===== config.mk =====
export PLATFORM = sky130hd
export DESIGN_NAME = four_digit_segment_display_formatter_unit
export DESIGN_NICKNAME = d
export VERILOG_FILES = /design/src/rtl/core/fdsd_pkg.sv /design/src/rtl/core/fdsd_dabble.sv /design/src/rtl/core/fdsd_format.sv /design/src/rtl/core/fdsd_scan.sv /design/src/rtl/core/four_digit_segment_display_formatter_unit.sv
export SDC_FILE = /design/constraint.sdc
export NUM_CORES = 1
export LEC_CHECK = 0
export CAP_MARGIN = 20
export CORE_MARGIN = 2
export CORE_UTILIZATION = 60
export DETAILED_ROUTE_END_ITERATION = 7
export DONT_BUFFER_PORTS = 1
export PLACE_DENSITY_LB_ADDON = 0.08
export SYNTH_ARGS = -nofsm -noshare
export SYNTH_HDL_FRONTEND = slang
export SYNTH_SLANG_ARGS = --single-unit
export TNS_END_PERCENT = 30

===== constraint.sdc =====
create_clock -name clock -period 7.7 [get_ports clock]
set_input_delay 1.54 -clock clock [delete_from_list [all_inputs] [get_ports clock]]
set_output_delay 1.54 -clock clock [all_outputs]
set_load 0.1 [all_outputs]

===== src/rtl/core/fdsd_pkg.sv =====
`timescale 1ns / 1ps
// ----------------------------------------------------------------------------
// fdsd_pkg
// Shared types, constants and segment lookup for the four-digit display
// formatter.
// ----------------------------------------------------------------------------
package fdsd_pkg;

   localparam int NUM_DIGITS      = 4;
   localparam int NUM_BCD         = 10;
   localparam int DABBLE_STEPS    = 8;
   localparam int NUM_DABBLE      = 4;
   localparam int SEG_W           = 7;

   localparam logic       ACTION_NUMBER = 1'b0;
   localparam logic       ACTION_CHARS  = 1'b1;
   localparam logic [2:0] SLOT_BLANK    = 3'd4;

   localparam logic [6:0] SEG_MINUS = 7'h40;
   localparam logic [6:0] SEG_A     = 7'h77;
   localparam logic [6:0] SEG_OFF   = 7'h00;

   typedef logic [NUM_DIGITS-1:0][SEG_W-1:0] segs_type;

   // one word in flight through the binary to decimal stages
   typedef struct packed {
      logic                      action;
      logic                      neg;
      logic [NUM_DIGITS-1:0][7:0] chars;
      logic [31:0]               bin;
      logic [NUM_BCD-1:0][3:0]   bcd;
   } conv_type;

   // after the digit count has been found
   typedef struct packed {
      logic                      action;
      logic                      neg;
      logic                      short_text;
      logic [3:0]                num_digits;
      logic [3:0]                text_len;
      logic [NUM_DIGITS-1:0][7:0] chars;
      logic [NUM_BCD-1:0][3:0]   bcd;
   } fmt_type;

   function automatic logic [6:0] seg_of_digit(input logic [3:0] d);
      logic [6:0] s;
      case (d)
         4'd0:    s = 7'h3F;
         4'd1:    s = 7'h06;
         4'd2:    s = 7'h5B;
         4'd3:    s = 7'h4F;
         4'd4:    s = 7'h66;
         4'd5:    s = 7'h6D;
         4'd6:    s = 7'h7D;
         4'd7:    s = 7'h07;
         4'd8:    s = 7'h7F;
         4'd9:    s = 7'h6F;
         default: s = SEG_OFF;
      endcase
      return s;
   endfunction

   function automatic logic [6:0] seg_of_char(input logic [7:0] ch);
      logic [6:0] s;
      if (ch >= 8'h30 && ch <= 8'h39) begin
         s = seg_of_digit(ch[3:0]);
      end else if (ch == 8'h2D) begin
         s = SEG_MINUS;
      end else if (ch == 8'h61 || ch == 8'h41) begin
         s = SEG_A;
      end else begin
         s = SEG_OFF;
      end
      return s;
   endfunction

endpackage


===== src/rtl/core/fdsd_dabble.sv =====
`timescale 1ns / 1ps
// ----------------------------------------------------------------------------
// fdsd_dabble
// One register stage of the binary to BCD converter: eight shift-and-add-3
// steps on the word passing through.
// ----------------------------------------------------------------------------
module fdsd_dabble (
   input  logic              clock,
   input  logic              reset,
   input  logic              up_valid,
   output logic              up_ready,
   input  fdsd_pkg::conv_type up_data,
   output logic              dn_valid,
   input  logic              dn_ready,
   output fdsd_pkg::conv_type dn_data
);
   import fdsd_pkg::*;

   logic     valid_ff;
   conv_type data_ff;
   conv_type data_in;

   always_comb begin
      data_in = up_data;
      for (int s = 0; s < DABBLE_STEPS; s++) begin
         for (int g = 0; g < NUM_BCD; g++) begin
            if (data_in.bcd[g] >= 4'd5) begin
               data_in.bcd[g] = data_in.bcd[g] + 4'd3;
            end
         end
         {data_in.bcd, data_in.bin} = {data_in.bcd, data_in.bin} << 1;
      end
   end

   assign up_ready = !valid_ff || dn_ready;

   always_ff @(posedge clock) begin
      if (reset) begin
         valid_ff <= 1'b0;
      end else if (up_ready) begin
         valid_ff <= up_valid;
      end
   end

   always_ff @(posedge clock) begin
      if (up_ready) begin
         data_ff <= data_in;
      end
   end

   assign dn_valid = valid_ff;
   assign dn_data  = data_ff;

endmodule


===== src/rtl/core/fdsd_format.sv =====
`timescale 1ns / 1ps
// ----------------------------------------------------------------------------
// fdsd_format
// Two register stages: count the decimal digits, then pick the four shown
// characters and look up their segment patterns.
// ----------------------------------------------------------------------------
module fdsd_format (
   input  logic               clock,
   input  logic               reset,
   input  logic               up_valid,
   output logic               up_ready,
   input  fdsd_pkg::conv_type up_data,
   output logic               dn_valid,
   input  logic               dn_ready,
   output fdsd_pkg::segs_type dn_segs
);
   import fdsd_pkg::*;

   logic     cnt_valid_ff;
   fmt_type  cnt_ff;
   fmt_type  cnt_in;
   logic     cnt_ready;
   logic     seg_valid_ff;
   segs_type seg_ff;
   segs_type seg_in;

   // stage 1: digit count and text length
   always_comb begin
      cnt_in.action     = up_data.action;
      cnt_in.neg        = up_data.neg;
      cnt_in.chars      = up_data.chars;
      cnt_in.bcd        = up_data.bcd;
      cnt_in.num_digits = 4'd1;
      for (int i = 0; i < NUM_BCD; i++) begin
         if (up_data.bcd[i] != 4'd0) begin
            cnt_in.num_digits = 4'(i + 1);
         end
      end
      cnt_in.text_len   = cnt_in.num_digits + {3'd0, up_data.neg};
      cnt_in.short_text = cnt_in.text_len < 4'(NUM_DIGITS);
   end

   assign cnt_ready = !seg_valid_ff || dn_ready;
   assign up_ready  = !cnt_valid_ff || cnt_ready;

   // stage 2: character selection per display position
   always_comb begin
      logic [3:0] pos;
      logic [3:0] pad;
      logic       is_blank;
      logic       is_minus;
      pos      = 4'd0;
      pad      = 4'(NUM_DIGITS) - cnt_ff.text_len;
      is_blank = 1'b0;
      is_minus = 1'b0;
      seg_in   = '0;
      for (int k = 0; k < NUM_DIGITS; k++) begin
         if (cnt_ff.short_text) begin
            // right-justified: position k shows digit 3-k
            pos      = 4'(NUM_DIGITS - 1 - k);
            is_blank = 4'(k) < pad;
            is_minus = cnt_ff.neg && (4'(k) == pad);
         end else begin
            // truncated: leading characters of the full text
            pos      = cnt_ff.num_digits - 4'(1 + k) + {3'd0, cnt_ff.neg};
            is_blank = 1'b0;
            is_minus = cnt_ff.neg && (k == 0);
         end
         if (cnt_ff.action == ACTION_CHARS) begin
            seg_in[k] = seg_of_char(cnt_ff.chars[k]);
         end else if (is_blank) begin
            seg_in[k] = SEG_OFF;
         end else if (is_minus) begin
            seg_in[k] = SEG_MINUS;
         end else if (pos < 4'(NUM_BCD)) begin
            seg_in[k] = seg_of_digit(cnt_ff.bcd[pos]);
         end else begin
            seg_in[k] = SEG_OFF;
         end
      end
   end

   always_ff @(posedge clock) begin
      if (reset) begin
         cnt_valid_ff <= 1'b0;
         seg_valid_ff <= 1'b0;
      end else begin
         if (up_ready) begin
            cnt_valid_ff <= up_valid;
         end
         if (cnt_ready) begin
            seg_valid_ff <= cnt_valid_ff;
         end
      end
   end

   always_ff @(posedge clock) begin
      if (up_ready) begin
         cnt_ff <= cnt_in;
      end
      if (cnt_ready) begin
         seg_ff <= seg_in;
      end
   end

   assign dn_valid = seg_valid_ff;
   assign dn_segs  = seg_ff;

endmodule


===== src/rtl/core/fdsd_scan.sv =====
`timescale 1ns / 1ps
// ----------------------------------------------------------------------------
// fdsd_scan
// Holds four segment patterns and sends them out one digit per word,
// followed by the blanking word.
// ----------------------------------------------------------------------------
module fdsd_scan (
   input  logic               clock,
   input  logic               reset,
   input  logic               up_valid,
   output logic               up_ready,
   input  fdsd_pkg::segs_type up_segs,
   output logic               out_valid,
   input  logic               out_ready,
   output logic [3:0]         out_enable,
   output logic [6:0]         out_segs,
   output logic               out_last
);
   import fdsd_pkg::*;

   logic     busy_ff;
   logic [2:0] slot_ff;
   segs_type segs_ff;
   logic     at_end;

   assign at_end   = (slot_ff == SLOT_BLANK);
   assign up_ready = !busy_ff || (out_ready && at_end);

   always_ff @(posedge clock) begin
      if (reset) begin
         busy_ff <= 1'b0;
         slot_ff <= 3'd0;
      end else if (up_ready) begin
         busy_ff <= up_valid;
         slot_ff <= 3'd0;
      end else if (out_ready) begin
         slot_ff <= slot_ff + 3'd1;
      end
   end

   always_ff @(posedge clock) begin
      if (up_ready) begin
         segs_ff <= up_segs;
      end
   end

   assign out_valid  = busy_ff;
   assign out_last   = at_end;
   assign out_enable = at_end ? 4'b1000 : (4'b0001 << slot_ff[1:0]);
   assign out_segs   = at_end ? SEG_OFF : segs_ff[slot_ff[1:0]];

endmodule


===== src/rtl/core/four_digit_segment_display_formatter_unit.sv =====
`timescale 1ns / 1ps
// ----------------------------------------------------------------------------
// four_digit_segment_display_formatter_unit
// Turns a signed number or four character codes into five seven-segment
// scan words: one per digit, then a blanking word marked with tlast.
//
// channel  dir  tdata                                  tuser    tlast
// req      in   number[31:0] char_0..char_3[63:32]     action   -
// rsp      out  digit_enable[3:0] segments[10:4]       -        last
//
// The first word leaves after the item has passed four conversion stages,
// two formatting stages and the scan register. The scan register sends five
// words per item and takes the next item as the last word leaves, while the
// stages before it keep taking items. A stall on rsp holds each full stage in
// place while empty stages still fill; up to seven items wait in the pipeline.
// Reset clears all valid bits and the scan counter.
// ----------------------------------------------------------------------------
module four_digit_segment_display_formatter_unit (
   input  logic        clock,
   input  logic        reset,
   input  logic        req_tvalid,
   output logic        req_tready,
   input  logic [63:0] req_tdata,   // number[31:0], char_0, char_1, char_2, char_3
   input  logic        req_tuser,   // action
   output logic        rsp_tvalid,
   input  logic        rsp_tready,
   output logic [15:0] rsp_tdata,   // digit_enable[3:0], segments[10:4], zero fill
   output logic        rsp_tlast
);
   import fdsd_pkg::*;

   conv_type conv_data  [NUM_DABBLE+1];
   logic     conv_valid [NUM_DABBLE+1];
   logic     conv_ready [NUM_DABBLE+1];
   logic [31:0] number_raw;
   logic        neg;
   segs_type    fmt_segs;
   logic        fmt_valid;
   logic        fmt_ready;
   logic [3:0]  digit_enable;
   logic [6:0]  segments;

   assign number_raw = req_tdata[31:0];
   assign neg        = (req_tuser == ACTION_NUMBER) && number_raw[31];

   always_comb begin
      conv_data[0].action = req_tuser;
      conv_data[0].neg    = neg;
      conv_data[0].chars  = req_tdata[63:32];
      conv_data[0].bin    = neg ? (32'd0 - number_raw) : number_raw;
      conv_data[0].bcd    = '0;
   end

   assign conv_valid[0] = req_tvalid;
   assign req_tready    = conv_ready[0];

   for (genvar g = 0; g < NUM_DABBLE; g++) begin : g_dabble
      fdsd_dabble u_dabble (
         .clock    (clock),
         .reset    (reset),
         .up_valid (conv_valid[g]),
         .up_ready (conv_ready[g]),
         .up_data  (conv_data[g]),
         .dn_valid (conv_valid[g+1]),
         .dn_ready (conv_ready[g+1]),
         .dn_data  (conv_data[g+1])
      );
   end

   fdsd_format u_format (
      .clock    (clock),
      .reset    (reset),
      .up_valid (conv_valid[NUM_DABBLE]),
      .up_ready (conv_ready[NUM_DABBLE]),
      .up_data  (conv_data[NUM_DABBLE]),
      .dn_valid (fmt_valid),
      .dn_ready (fmt_ready),
      .dn_segs  (fmt_segs)
   );

   fdsd_scan u_scan (
      .clock      (clock),
      .reset      (reset),
      .up_valid   (fmt_valid),
      .up_ready   (fmt_ready),
      .up_segs    (fmt_segs),
      .out_valid  (rsp_tvalid),
      .out_ready  (rsp_tready),
      .out_enable (digit_enable),
      .out_segs   (segments),
      .out_last   (rsp_tlast)
   );

   assign rsp_tdata = {5'd0, segments, digit_enable};

endmodule

==> metrics.csv, run 1 <==
metric;value;unit
number of max-cap violations;0;
grt ovf;0;
CTS root buf;clkbuf_16;
CP Capture Type;flop;
share of layout cells above drive strength 1;0.0953;
final RePlAce weighted congestion;0.907;
DRC Markers;0;
critical path data required time;8.03;ns
NumNets Final;4406;
I/O pins;88;
Initial Utilization;0.608;
first-pass GRT wire length;132;mm
synthesized instance count;4155;
# setup viols final;0;
H-tree levels;2;
core box area;0.0618;mm²
Post-synth ARST share;0;
Final ANT Viol Nets;0;
Core Rows;91;
clock period minus worst slack;7.17;ns
Ys Warns;0;
total setup buffers inserted after CTS;0;
TritonCTS clock tree;yes;
RSZ-0062 raised after global routing;true;
PortBufs;0;
clock skew;0.0204;ns
Slew Limit Fails;0;
CTS Sinks;463;
top cells by area, synth;edfxtp_1, ha_1, mux2i_1;
Synth Area per Inst;9.04;µm²
slowest CP cell;or4_1;
status;finished clean;
First-pass DRT Iterations;7;
Hold WC Path Type;flop to flop;
initial drt markers;2138;
EDFF count, synth;425;
DR WL/cell;16.2;µm
critical path launch point type;flop;
top-area cell type share of the netlist area;0.340;
Synth area leader;edfxtp_1;
slowest stage delay, CP;0.53;ns
Post-synth top flop;edfxtp_1;
Area growth, synth to finish;7.32;%
Seq cells post-synth;463;
final period utilization;0.931;
Total Wirelength;81.0;mm
vias per cell;6.10;
largest net degree at the start of global routing;75;
slew margin rel.;0.279;
clk_lat worst skew;0.59;ns
measured slew at the worst slew-check pin;1.08;ns
vias in the first global route;27200;
Setup CP Type;flop to flop;
hold_buf cts;0;
Clock Pin Slew Worst Setup and Hold Paths;0.06;ns
Post-Syn Area;0.0376;mm²
clk buf depth;3;
GRT Util Overall;0.244;
CP dominant cell by count;ha_1;
fill count;5152;
CP max FO;6;
post-synthesis sequential area ratio;0.360;
Worst EP arrival;7.50;ns
antenna cells;0;
dpl hpwl;60.1;mm
hold violation count in the final report;0;
Via Count;30600;
Unique masters post-synth;127;
fmax;139;MHz
Final Core Density;0.652;
antenna violations before repair;0;
DIE WIDTH;254;µm
CTS Buf Count;48;
die height;254;µm
full die area;0.0646;mm²
[registers in the layout (all words and copies together) (netlist names), named ones only]
name / cells
g_dabble.u_dabble.dn_data: 286
u_format.cnt_ff: 83
u_scan.segs_ff: 28
g_dabble.u_dabble.dn_valid: 4
u_format.dn_segs: 28
u_format.dn_valid: 1
u_scan.out_valid: 1
u_scan.slot_ff: 3
u_format.cnt_valid_ff: 1
[cells in the mapped netlist, types with 31 or more instances]
cell type	count
edfxtp_1	425
nand2_1	365
xnor2_1	96
and2_1	52
o21ai_1	48
a21o_1	46
nand3_1	92
nor2b_1	68
ha_1	198
xor2_1	48
clkbuf_1	81
o21a_1	35
or3_1	41
nor3_1	75
a211oi_1	61
nand2b_1	75
nor2_1	378
mux2_2	51
nor4_1	31
a31oi_1	46
mux2i_1	154
o211ai_1	65
o21ai_0	305
o22ai_1	55
inv_1	264
or2_2	34
a21oi_1	281
dfxtp_1	38
[final timing paths]
check / from / to / slack [ns] / cells after the start
setup reg to reg: g_dabble[0].u_dabble.dn_data[4] / g_dabble[1].u_dabble.dn_data[16] / 0.53 / 32
hold reg to reg: g_dabble[1].u_dabble.dn_data[89] / g_dabble[2].u_dabble.dn_data[89] / 0.41 / 0
hold / removal: g_dabble[1].u_dabble.dn_data[89] / g_dabble[2].u_dabble.dn_data[89] / 0.41 / 0
setup / recovery: g_dabble[0].u_dabble.dn_data[4] / g_dabble[1].u_dabble.dn_data[16] / 0.53 / 32
[timing repair]
item,4_1_cts,5_1_grt
setup endpoints to repair,0,31
endpoints found under the hold margin,0,0
gates resized for setup,0,37
[stage by stage]
| step | hold slack, ns | cell area (µm²) | TNS (ns) | worst slack (ns) | std cells |
|---|---|---|---|---|---|
| global route | 0.412 | 40300 | -0.0465 | -0.0465 | 5013 |
| global placement | 0.400 | 38600 | 0 | 0.113 | 4925 |
| CTS | 0.409 | 40100 | 0 | 0.267 | 5012 |
| floorplan | 0.400 | 37600 | 0 | 0.112 | 4159 |
| finish | 0.409 | 40300 | 0 | 0.529 | 5013 |
| detailed placement | 0.405 | 38600 | 0 | 0.0136 | 4925 |
[cells by family (layout without fill, tap and decap cells)]
kind of cell / after synthesis / after routing / synth area share
adder cells (fa/ha/maj): 209 / 209 / 0.0690
flip-flops: 463 / 463 / 0.360
AND/OR/NAND/NOR: 1340 / 1340 / 0.173
buffers and inverters: 403 / 420 / 0.0420
XOR/XNOR: 149 / 149 / 0.0361
AO/OA/AOI/OAI: 1351 / 1351 / 0.245
other: 1 / 5 / 0.0000998
multiplexers: 239 / 239 / 0.0748
[layer usage]
layer	share of wire	GRT usage	wire length, µm	up-vias
li1	-	-	-	15600
met1	0.47	0.342	38000	14300
met2	0.48	0.414	38500	579
met3	0.038	0.0227	3100	80
met4	0.017	0.0526	1380	0
met5	0	0	0	-
[critical path: cells and delay by family, from the launching register on]
family / cells / cell delay (ns)
AO/OA/AOI/OAI: 7 / 1.08
buffers and inverters: 2 / 0.18
multiplexers: 1 / 0.28
XOR/XNOR: 3 / 0.82
AND/OR/NAND/NOR: 13 / 2.69
flip-flops: 1 / 0.41
adder cells (fa/ha/maj): 6 / 1.49
[layout by cell type, fill, tap and decap left out, drive strengths merged, types with 24 or more instances in the layout]
cell type	n
a211o	26
a211oi	69
a21boi	24
a21o	46
a21oi	286
a22oi	29
a31oi	46
and2	54
and3	28
buf	59
clkbuf	64
dfxtp	38
edfxtp	425
ha	198
inv	275
mux2	55
mux2i	160
mux4	24
nand2	365
nand2b	76
nand3	92
nor2	379
nor2b	68
nor3	78
nor4	31
o211ai	74
o21a	35
o21ai	358
o22ai	56
o31ai	26
or2	44
or3	41
xnor2	99
xor2	48
[area by class of cell]
type | count | area (µm²) | area share
clock buffer | 64 | 1290 | 0.0321
clock inverter | 23 | 256 | 0.00636
inverter | 274 | 1030 | 0.0256
multi-input combinational | 3293 | 22700 | 0.563
sequential | 463 | 13500 | 0.335
tap | 837 | 1050 | 0.0260
timing repair buffer | 59 | 463 | 0.0115
Power of run 1 is not shown: default switching activity piles up to over one toggle a cycle in this logic, so the estimate is an artifact.
==> inputs of run 2 (changes only) <==
--- a/config.mk
+++ b/config.mk
@@ -5,6 +5,7 @@
 export SDC_FILE = /design/constraint.sdc
 export NUM_CORES = 1
 export LEC_CHECK = 0
+export ABC_AREA = 1
 export CAP_MARGIN = 20
 export CORE_MARGIN = 2
 export CORE_UTILIZATION = 60
@@ -13,5 +14,6 @@
 export PLACE_DENSITY_LB_ADDON = 0.08
 export SYNTH_ARGS = -nofsm -noshare
 export SYNTH_HDL_FRONTEND = slang
+export SYNTH_HIERARCHICAL = 1
 export SYNTH_SLANG_ARGS = --single-unit
 export TNS_END_PERCENT = 30
==> metrics.csv, run 2 <==
metric;value;unit
DIE WIDTH;304;µm
CTS Buf Count;56;
antenna violations before repair;0;
R2R depth;59;
GRT Util Overall;0.221;
core box area;0.0888;mm²
die height;304;µm
most common cell after layout, fill and taps aside;nand2_1;
vias per cell;5.09;
Worst Hold End;u_scan/segs_ff[21];
vias in the first global route;44400;
TritonCTS clock tree;yes;
PortBufs;0;
Cells on Worst Hold Path;0;
Area growth, synth to finish;6.95;%
clock period minus worst slack;7.11;ns
FF-to-FF End;g_dabble[2].u_dabble/dn_data[38];
Clock Pin Slew Worst Setup and Hold Paths;0.06;ns
Ys Warns;6;
First-pass DRT Iterations;8;
initial drt markers;2068;
CTS Sinks;521;
final period utilization;0.923;
Via Count;47400;
Largest register FFs;344;
Total Wirelength;102;mm
total setup buffers inserted after CTS;0;
Hold WC Path Type;flop to flop;
I/O pins;88;
Final TNS setup;0;ns
Final ANT Viol Nets;0;
met3 WL post-DR;2.79;mm
CTS root buf;clkbuf_16;
status;finished clean;
slew margin rel.;0.205;
hold violation count in the final report;0;
dpl hpwl;82.7;mm
largest net degree at the start of global routing;77;
flop-to-flop setup slack;1.14;ns
most frequent cells in the layout;nand2_1, inv_1, nand3_1, nand2_2, edfxtp_1;
final RePlAce weighted congestion;0.871;
full die area;0.0923;mm²
CP max FO;43;
share of layout cells above drive strength 1;0.166;
CP Capture Type;output pin;
DRC Markers;0;
Core Rows;109;
worst r2r src;g_dabble[1].u_dabble/dn_data[32];
clk buf depth;3;
Initial Utilization;0.607;
Slew Limit Fails;0;
synthesized instance count;7928;
clock skew;0.0330;ns
clk_lat worst skew;0.65;ns
Synth Area per Inst;6.80;µm²
uppermost layer routed;met4;
number of max-cap violations;0;
antenna cells;0;
DR WL/cell;10.9;µm
first-pass GRT wire length;182;mm
measured slew at the worst slew-check pin;1.19;ns
fmax;141;MHz
RSZ-0062 raised after global routing;false;
Setup CP Type;flop to output pin;
critical path data required time;6.16;ns
# setup viols final;0;
hold path start;u_format/dn_segs[21];
H-tree levels;2;
Worst EP arrival;5.57;ns
Post-Syn Area;0.0539;mm²
grt ovf;0;
critical path launch point type;flop;
wire length on met1;44.9;mm
NumNets Final;8467;
WL met2;51.8;mm
-- run 2: through the flow --
step	instances	cell area, µm²	setup WS [ns]	hold slack (ns)	utilization
after global placement	9199	55800	1.09	0.400	0.628
after detailed placement	9203	55800	0.970	0.405	0.629
after global routing	9310	57700	0.0994	0.418	0.650
after CTS	9309	57600	0.253	0.415	0.649
after floorplan	8054	54500	0.0170	0.400	-
final	9310	57700	0.592	0.412	0.650
-- run 2: final cells by class --
cell class                 instances  area, µm²
timing repair buffer              14        153
sequential                       521      15300
multi-input combinational       6151      33900
clock inverter                    34        310
tap                             1165       1460
fill                            7858      31100
inverter                        1353       5090
clock buffer                      72       1500
-- run 2: worst max-delay path, cell delays in order, from the launching register on --
cell and delay, ns:
dfxtp_1 0.76, inv_4 0.20, ha_1 0.27, nand2_1 0.08, inv_2 0.26, nand2_1 0.20
nand2_2 0.39, inv_1 0.18, nand2_2 0.40, nor2_2 0.56, clkinv_2 0.11, inv_1 0.16
nand2_8 0.05, inv_1 0.13, nand2_8 0.18, inv_1 0.22, nand2_8 0.24, inv_1 0.23
nand2_8 0.23
-- run 2: how the worst max path moves through the flow --
stage	endpoint	from	slack (ns)
floorplan	req_tready	rsp_tready	0.02
global placement	req_tready	u_scan/slot_ff[0]	1.09
detailed placement	req_tready	u_scan/slot_ff[0]	0.97
CTS	req_tready	u_scan/slot_ff[0]	0.25
global route	req_tready	u_scan/slot_ff[0]	0.1
finish	req_tready	u_scan/slot_ff[0]	0.59
-- run 2: what timing repair did --
item,CTS,global route
hold buffers,0,0
resized for setup,0,1
endpoints found under the setup margin,0,1
-- run 2: routing by layer --
| metal | GRT usage | vias to the layer above |
|---|---|---|
| met5 | 0 | - |
| met4 | 0.0514 | 0 |
| met3 | 0.0252 | 131 |
| met2 | 0.433 | 461 |
| met1 | 0.254 | 21000 |
| li1 | - | 25800 |
Power of run 2 is left out for the same reason.
